`src/sv/rrq_pkg.sv`:
```
// Shared constants, types and helpers for the round-robin quantum scheduler.
package rrq_pkg;

    // Depth of the ready queue and number of task slots
    localparam int MAX_TASKS  = 16;
    localparam int SLOT_COUNT = 16;

    localparam int SLOT_W  = 4;
    localparam int TIME_W  = 8;
    localparam int QUANT_W = 8;
    localparam int HEAD_W  = (MAX_TASKS > 1) ? $clog2(MAX_TASKS) : 1;
    localparam int CNT_W   = $clog2(MAX_TASKS + 1);
    localparam int SUM_W   = HEAD_W + 1;

    localparam int S_DATA_W = 16;
    localparam int M_DATA_W = 8;
    localparam int PADDR_W  = 3;
    localparam int PDATA_W  = 32;

    // Register index of the quantum register
    localparam logic [0:0] REG_QUANTUM = 1'b0;
    localparam logic [QUANT_W-1:0] QUANTUM_RESET = 8'd4;

    // Input commands
    localparam logic CMD_ADD  = 1'b0;
    localparam logic CMD_TICK = 1'b1;

    typedef enum logic [1:0] {
        ST_IDLE,
        ST_RD_SLOT,
        ST_RD_CNT,
        ST_FINISH
    } state_t;

    typedef struct packed {
        logic              add_rejected;
        logic              queue_empty;
        logic              task_done;
        logic [SLOT_W-1:0] ran_task;
        logic              ran_valid;
    } result_t;

    typedef struct packed {
        logic [TIME_W-1:0]  time_left;
        logic [QUANT_W-1:0] quantum_left;
    } counters_t;

    // Fold a position below twice the depth back into the queue
    function automatic logic [HEAD_W-1:0] wrap_pos(input logic [SUM_W-1:0] pos);
        logic [SUM_W-1:0] folded;
        begin
            if (pos >= SUM_W'(MAX_TASKS)) begin
                folded = pos - SUM_W'(MAX_TASKS);
            end else begin
                folded = pos;
            end
            wrap_pos = folded[HEAD_W-1:0];
        end
    endfunction

endpackage

```
`src/sv/round_robin_quantum_scheduler.sv`:
```
// Round-robin tick scheduler with a time quantum over a FIFO ready queue.
//
//  channel  | direction | handshake          | contents
//  ---------+-----------+--------------------+--------------------------------------------
//  s_       | in        | s_tvalid/s_tready  | add or tick request
//  m_       | out       | m_tvalid/m_tready  | one result per request
//  apb      | in        | psel/penable       | quantum register at byte address 0
//
// A tick that runs a task steps through accept, a read of the queue memory at the
// head, a read of the slot counter memory and the write back; an add or an idle
// tick goes from accept straight to the finish state.
// Reset clears state, head, count, quantum and the output valid flag; the memories
// need no clearing pass. A request is taken while a result still waits on m_;
// the next result then holds in the finish state until the output register frees.
module round_robin_quantum_scheduler
    import rrq_pkg::*;
(
    input  logic                aclk,
    input  logic                aresetn,

    input  logic                s_tvalid,
    output logic                s_tready,
    // [3:0] task_id, [11:4] run_time, [15:12] zero
    input  logic [S_DATA_W-1:0] s_tdata,
    // [0] command
    input  logic                s_tuser,

    output logic                m_tvalid,
    input  logic                m_tready,
    // [0] ran_valid, [4:1] ran_task, [5] task_done, [6] queue_empty,
    // [7] add_rejected
    output logic [M_DATA_W-1:0] m_tdata,

    input  logic                psel,
    input  logic                penable,
    input  logic                pwrite,
    input  logic [PADDR_W-1:0]  paddr,
    input  logic [PDATA_W-1:0]  pwdata,
    output logic [PDATA_W-1:0]  prdata,
    output logic                pready
);

    // Memories: ready queue of slots and per-slot counters
    logic [SLOT_W-1:0] ready_mem [MAX_TASKS];
    counters_t         cnt_mem   [SLOT_COUNT];

    state_t             state_reg, state_next;
    logic [HEAD_W-1:0]  head_reg, head_next;
    logic [CNT_W-1:0]   count_reg, count_next;
    logic [QUANT_W-1:0] quantum_reg;
    result_t            res_reg, res_next;
    result_t            out_reg;
    logic               out_valid_reg;

    logic [SLOT_W-1:0]  slot_rdata_reg;
    counters_t          cnt_rdata_reg;

    logic               rq_we;
    logic [HEAD_W-1:0]  rq_waddr;
    logic [SLOT_W-1:0]  rq_wdata;
    logic               cnt_we;
    logic [SLOT_W-1:0]  cnt_waddr;
    counters_t          cnt_wdata;

    logic               s_accept;
    logic               out_free;
    logic               cfg_write;
    logic [HEAD_W-1:0]  tail_pos;
    logic [HEAD_W-1:0]  head_inc;
    logic [SLOT_W-1:0]  in_task_id;
    logic [TIME_W-1:0]  in_run_time;
    logic [TIME_W-1:0]  time_dec;
    logic [QUANT_W-1:0] quant_dec;

    assign in_task_id  = s_tdata[SLOT_W-1:0];
    assign in_run_time = s_tdata[SLOT_W +: TIME_W];

    assign s_tready = (state_reg == ST_IDLE);
    assign s_accept = s_tvalid && s_tready;
    assign out_free = !out_valid_reg || m_tready;

    assign m_tvalid = out_valid_reg;
    assign m_tdata  = out_reg;

    assign tail_pos = wrap_pos(SUM_W'(head_reg) + SUM_W'(count_reg));
    assign head_inc = wrap_pos(SUM_W'(head_reg) + SUM_W'(1));

    // Saturating countdown of the head task's counters
    assign time_dec  = (cnt_rdata_reg.time_left != '0) ?
                       cnt_rdata_reg.time_left - TIME_W'(1) : '0;
    assign quant_dec = (cnt_rdata_reg.quantum_left != '0) ?
                       cnt_rdata_reg.quantum_left - QUANT_W'(1) : '0;

    // Configuration port
    assign pready    = 1'b1;
    assign cfg_write = psel && penable && pwrite && pready && (paddr[2] == REG_QUANTUM);
    assign prdata    = (paddr[2] == REG_QUANTUM) ? PDATA_W'(quantum_reg) : '0;

    always_ff @(posedge aclk) begin
        if (!aresetn) begin
            quantum_reg <= QUANTUM_RESET;
        end else if (cfg_write) begin
            quantum_reg <= pwdata[QUANT_W-1:0];
        end
    end

    // Next state
    always_comb begin
        state_next = state_reg;
        unique case (state_reg)
            ST_IDLE: begin
                if (s_accept) begin
                    if (s_tuser == CMD_TICK && count_reg != '0) begin
                        state_next = ST_RD_SLOT;
                    end else begin
                        state_next = ST_FINISH;
                    end
                end
            end
            ST_RD_SLOT: state_next = ST_RD_CNT;
            ST_RD_CNT:  state_next = ST_FINISH;
            ST_FINISH: begin
                if (out_free) begin
                    state_next = ST_IDLE;
                end
            end
            default: state_next = ST_IDLE;
        endcase
    end

    // Queue update, memory writes and result
    always_comb begin
        head_next  = head_reg;
        count_next = count_reg;
        res_next   = res_reg;
        rq_we      = 1'b0;
        rq_waddr   = tail_pos;
        rq_wdata   = in_task_id;
        cnt_we     = 1'b0;
        cnt_waddr  = in_task_id;
        cnt_wdata  = '{time_left: in_run_time, quantum_left: quantum_reg};
        unique case (state_reg)
            ST_IDLE: begin
                if (s_accept) begin
                    res_next = '0;
                    if (s_tuser == CMD_ADD) begin
                        if (count_reg == CNT_W'(MAX_TASKS)) begin
                            res_next.add_rejected = 1'b1;
                        end else begin
                            rq_we      = 1'b1;
                            cnt_we     = 1'b1;
                            count_next = count_reg + CNT_W'(1);
                        end
                    end
                    res_next.queue_empty = (count_next == '0);
                end
            end
            ST_RD_CNT: begin
                cnt_we             = 1'b1;
                cnt_waddr          = slot_rdata_reg;
                cnt_wdata          = '{time_left: time_dec, quantum_left: quant_dec};
                res_next.ran_valid = 1'b1;
                res_next.ran_task  = slot_rdata_reg;
                priority if (time_dec == '0) begin
                    // finished: drop from the head
                    res_next.task_done = 1'b1;
                    head_next          = head_inc;
                    count_next         = count_reg - CNT_W'(1);
                end else if (quant_dec == '0) begin
                    // quantum spent: reload and rotate to the tail
                    cnt_wdata.quantum_left = quantum_reg;
                    rq_we                  = 1'b1;
                    rq_wdata               = slot_rdata_reg;
                    head_next              = head_inc;
                end else begin
                    head_next = head_reg;
                end
                res_next.queue_empty = (count_next == '0);
            end
            ST_RD_SLOT, ST_FINISH: begin
                res_next = res_reg;
            end
            default: begin
                res_next = res_reg;
            end
        endcase
    end

    // Control registers
    always_ff @(posedge aclk) begin
        if (!aresetn) begin
            state_reg     <= ST_IDLE;
            head_reg      <= '0;
            count_reg     <= '0;
            out_valid_reg <= 1'b0;
        end else begin
            state_reg <= state_next;
            head_reg  <= head_next;
            count_reg <= count_next;
            if (state_reg == ST_FINISH && out_free) begin
                out_valid_reg <= 1'b1;
            end else if (m_tready) begin
                out_valid_reg <= 1'b0;
            end
        end
    end

    // Result payload
    always_ff @(posedge aclk) begin
        res_reg <= res_next;
        if (state_reg == ST_FINISH && out_free) begin
            out_reg <= res_reg;
        end
    end

    // Ready queue memory: read at the head, write at the tail
    always_ff @(posedge aclk) begin
        if (rq_we) begin
            ready_mem[rq_waddr] <= rq_wdata;
        end
        slot_rdata_reg <= ready_mem[head_reg];
    end

    // Slot counter memory: read at the slot fetched from the queue
    always_ff @(posedge aclk) begin
        if (cnt_we) begin
            cnt_mem[cnt_waddr] <= cnt_wdata;
        end
        cnt_rdata_reg <= cnt_mem[slot_rdata_reg];
    end

endmodule

```
`config.mk`:
```
export PLATFORM = sky130hd
export DESIGN_NAME = round_robin_quantum_scheduler
export DESIGN_NICKNAME = d
export VERILOG_FILES = /design/src/sv/rrq_pkg.sv /design/src/sv/round_robin_quantum_scheduler.sv
export SDC_FILE = /design/constraint.sdc
export NUM_CORES = 1
export LEC_CHECK = 0
export ABC_AREA = 1
export BUFFER_PORTS_ARGS = -buffer_cell sky130_fd_sc_hd__buf_2
export CAP_MARGIN = 40
export CORE_MARGIN = 5
export CORE_UTILIZATION = 55
export DETAILED_ROUTE_END_ITERATION = 16
export PLACE_DENSITY = 0.78
export REMOVE_ABC_BUFFERS = 1
export SYNTH_ARGS = -nofsm -noshare
export SYNTH_HDL_FRONTEND = slang
export SYNTH_SLANG_ARGS = --single-unit
export TNS_END_PERCENT = 5
```
`constraint.sdc`:
```
create_clock -name aclk -period 8.9 [get_ports aclk]
set_input_delay 0.445 -clock aclk [delete_from_list [all_inputs] [get_ports aclk]]
set_output_delay 0.445 -clock aclk [all_outputs]
set_load 0.01 [all_outputs]
```
==> results summary <==
The initial antenna violation count is 0. Clock-pin slew was measured on the worst setup and hold paths at roughly 0.060 ns. At the pin with the least slew margin, the transition time is slightly above 0.9 ns. Counting instances in the post-synthesis netlist gives the leading cell types as 336 x sky130_fd_sc_hd__edfxtp_1, 159 x sky130_fd_sc_hd__o21ai_0, 155 x sky130_fd_sc_hd__inv_1. The maximum number of pins on one net before global-route repair is 82.

The most repeated library cell on the critical path is sky130_fd_sc_hd__nand2_1. The number of hold-repair buffers added at the cts stage is 0. Among all cell types in the netlist, the one instantiated most often is sky130_fd_sc_hd__edfxtp_1. The number of hold violations in the final report came out at 0. Prior to clock tree synthesis, the placed netlist has a worst setup slack of 5.59 ns.

The die width came out at about 180 um. The area of combinational cells with multiple inputs came out at between 0.004 and 0.005 sq mm. The overall routed net length came out at approximately 37000 um.

Across the whole layout, storage elements account for about 0.011 sq mm. The worst setup path is launched from a flip-flop. The synthesized netlist devotes between 10% and 20% of its cell area to compound gates. Across all setup checks in the final design, the least slack found is 5.57 ns. For this run, asynchronously set or reset flops after synthesis account for 0%. The detailed-router iteration count before antenna repair is 7. The synthesized-area fraction occupied by adder cells is 1.06%. The layout cell share with drive strength beyond 1 is around an eighth. The full die area is ~0.033 sq mm.

The signal arrival time at the worst endpoint is about 3.5 ns. The biggest area consumer among synthesized cells is sky130_fd_sc_hd__edfxtp_1. The number of buffers created by CTS is 39. The sum of net half-perimeters after detailed placement came out at 22300 um. The final count of negative-setup-slack endpoints came out at 0.

The overall routing resource usage came out at 22.0%. The post-detailed-route via-to-cell ratio is roughly 5.8. At the end of routability-driven placement, the weighted congestion stood at 0.910. The share of the Yosys chip area taken by registers is about two thirds. The peak fanout along the critical path is 16. The starting utilization of the core area is 56.0%.

The number of fill cells in the layout is slightly above 2000. The simple-gate share of the synthesized area came out at under 10%. The synthesis-to-finish area growth is 14.5%. After synthesis, the share of cell area in mux cells is under 10%. The initialized floorplan defines between 60 and 70 standard-cell rows.

The final worst clock skew is ~0.026 ns. The maximum clock frequency came out at roughly 0.3 GHz. The leakage power figure came out at ~0.0071 uW. After detailed routing, the average wire length per cell comes to a little under 20 um.

The number of instances in the synthesized netlist came out at around 1400. The H-tree depth is 2. The total number of vias is 10700. The worst hold path belongs to the class input port to flip-flop. The CTS tree is yes.

The worst hold slack after final layout is approximately 0.15 ns. The start-to-end type of the worst setup path is flip-flop to flip-flop. The post-cts sizing count is 0.

The setup fix buffers added after clock tree synthesis came out at 0. For this design the top-level I/O count stands at between 100 and 150. The number of pins exceeding their max-slew limit in the final report is 0. The endpoint required time on the critical path came out at 9.11 ns. The final cell utilization of the core came out at between 60% and 70%. At the later pin of the worst-skew pair, clock insertion delay measures around 0.55 ns. The total clock sinks came out at 376. The post-route antenna net violation count came out at 0. A synthesized cell averages between 10 and 15 sq um. The first global-routing pass estimated 57300 um of wire. The floorplan step defined a core boundary enclosing roughly 0.029 sq mm. The peak supply drop is 0.000176 V.

The run finished with clean final reports. The number of distinct standard cells referenced by the synthesized netlist is 39. By area, the combinational part of the netlist is dominated by compound AO/OA/AOI/OAI gates.

The DRC violation count after routing is 0. The share of the synthesized area in the top cell type is between 60% and 70%. The maximum single-stage delay on the critical path is ~0.69 ns.

The maximum buffer depth of the clock tree is 3. The die height is 181 um. Sorting the synthesized cells by area gives the leading types as sky130_fd_sc_hd__edfxtp_1 63%, sky130_fd_sc_hd__dfxtp_1 5.0%, sky130_fd_sc_hd__o21ai_0 4.9%. The worst setup path is captured at a flip-flop.

The final global-route overflow total is 0. The number of warning messages in the yosys log is 0. The via count of the first global-routing pass is ~10000.

The tool flagged a number of max-cap violations equal to 0. The shortest period the worst path allows is 3.33 ns. The number of nets in the layout came out at around 1500. The sum of internal, switching and leakage power is between 5000 and 6000 uW. The number of flops mapped to enable cells by yosys is roughly 340. The final critical path takes up between 30% and 40% of the cycle.

The slowest stage cell on the critical path is sky130_fd_sc_hd__o21ai_1. The signal on the critical path passes through inv_1 -> ha_1 -> nand2_1 -> nor2_2 -> nand2_2 -> nand2_1 -> nand2_1 -> nor2_1 -> nand3_2 -> nand2_1 -> nand2_2 -> o21ai_1. The final total negative setup slack is 0 ns. The register with the most flip-flops in the layout has roughly 260 of them. The xor and xnor area share after synthesis is less than 1%. In this run the power density over the cells is 283 mW/mm^2. The count of antenna diodes in the layout is 0. Setup repair after global routing left no endpoint under its margin.

The count of port buffers added during placement is 46. The detailed router's first-iteration violation count came out at around 1100. Headroom to the max-slew limit came out at a little under two fifths. Summing every instance area after synthesis gives 0.0161 sq mm. Among all flip-flop cells after synthesis, the most frequent one is sky130_fd_sc_hd__edfxtp_1.

The flip-flop and latch count after synthesis came out at around 380. The cell at the root of the clock tree is sky130_fd_sc_hd__clkbuf_16.
[layout make-up]
cell class,count,share of cell area (%)
Sequential cell,376,59.1
Multi-Input combinational cell,771,23.1
Clock buffer,47,5.67
Timing Repair Buffer,95,4.23
Inverter,157,3.20
Tap cell,384,2.61
Clock inverter,25,2.08
[worst paths after layout]
kind | endpoint | slack [ns] | depth (start not counted) | startpoint
max reg2reg | cnt_mem[14][3] | 5.57 | 12 | cnt_rdata_reg[8]
min reg2reg | m_tdata[5] | 0.42 | 0 | res_reg[5]
min | quantum_reg[2] | 0.15 | 3 | pwdata[2]
max | cnt_mem[14][3] | 5.57 | 12 | cnt_rdata_reg[8]
[metrics by stage]
step,std cells,area [sq um]
after floorplan,1304,15700
after global placement,1761,16700
after detailed placement,1781,17000
after CTS,1853,18400
after global routing,1855,18400
final,1855,18400
[cells in the final DEF (no fill, tap or decap), drive strengths merged, types with 20 or more instances in the layout]
cell type	n
buf	95
inv	157
dfxtp	40
o22ai	20
edfxtp	336
nand2	142
mux2i	64
nor2	111
nand3	47
conb	25
o21ai	163
o211ai	67
a21oi	90
clkbuf	47
[routing by layer]
| layer | routed length, um | GRT usage [%] | share of wire [%] | vias up |
|---|---|---|---|---|
| met5 | 0 | 0 | 0 | - |
| met2 | 17700 | 35.5 | 48 | 576 |
| li1 | - | - | - | 4956 |
| met1 | 14900 | 31.2 | 40 | 5105 |
| met4 | 785 | 5.22 | 2.1 | 0 |
| met3 | 3480 | 4.20 | 9.4 | 72 |
[critical path: cells and delay by family (launching register included)]
kind,cells,cell delay [ns]
AOI/OAI and AO/OA,1,0.69
adders and majority gates,1,0.25
buffers and inverters,1,0.15
DFF,1,0.32
and+or+nand+nor,9,1.59
[power breakdown]
group | switching (uW) | internal (uW) | total (uW)
Combinational | 770 | 340 | 1110
Clock | 694 | 1080 | 1780
Sequential | 97.9 | 2240 | 2340
Total | 1560 | 3670 | 5230
[cell families after synthesis]
group                      Yosys count
AOI/OAI and AO/OA                  346
xor gates and xnor gates             9
adders and majority gates           13
buffers and inverters              247
DFF                                376
muxes                               64
other                                2
and+or+nand+nor                    314
Power figures use the tool's default switching activity.
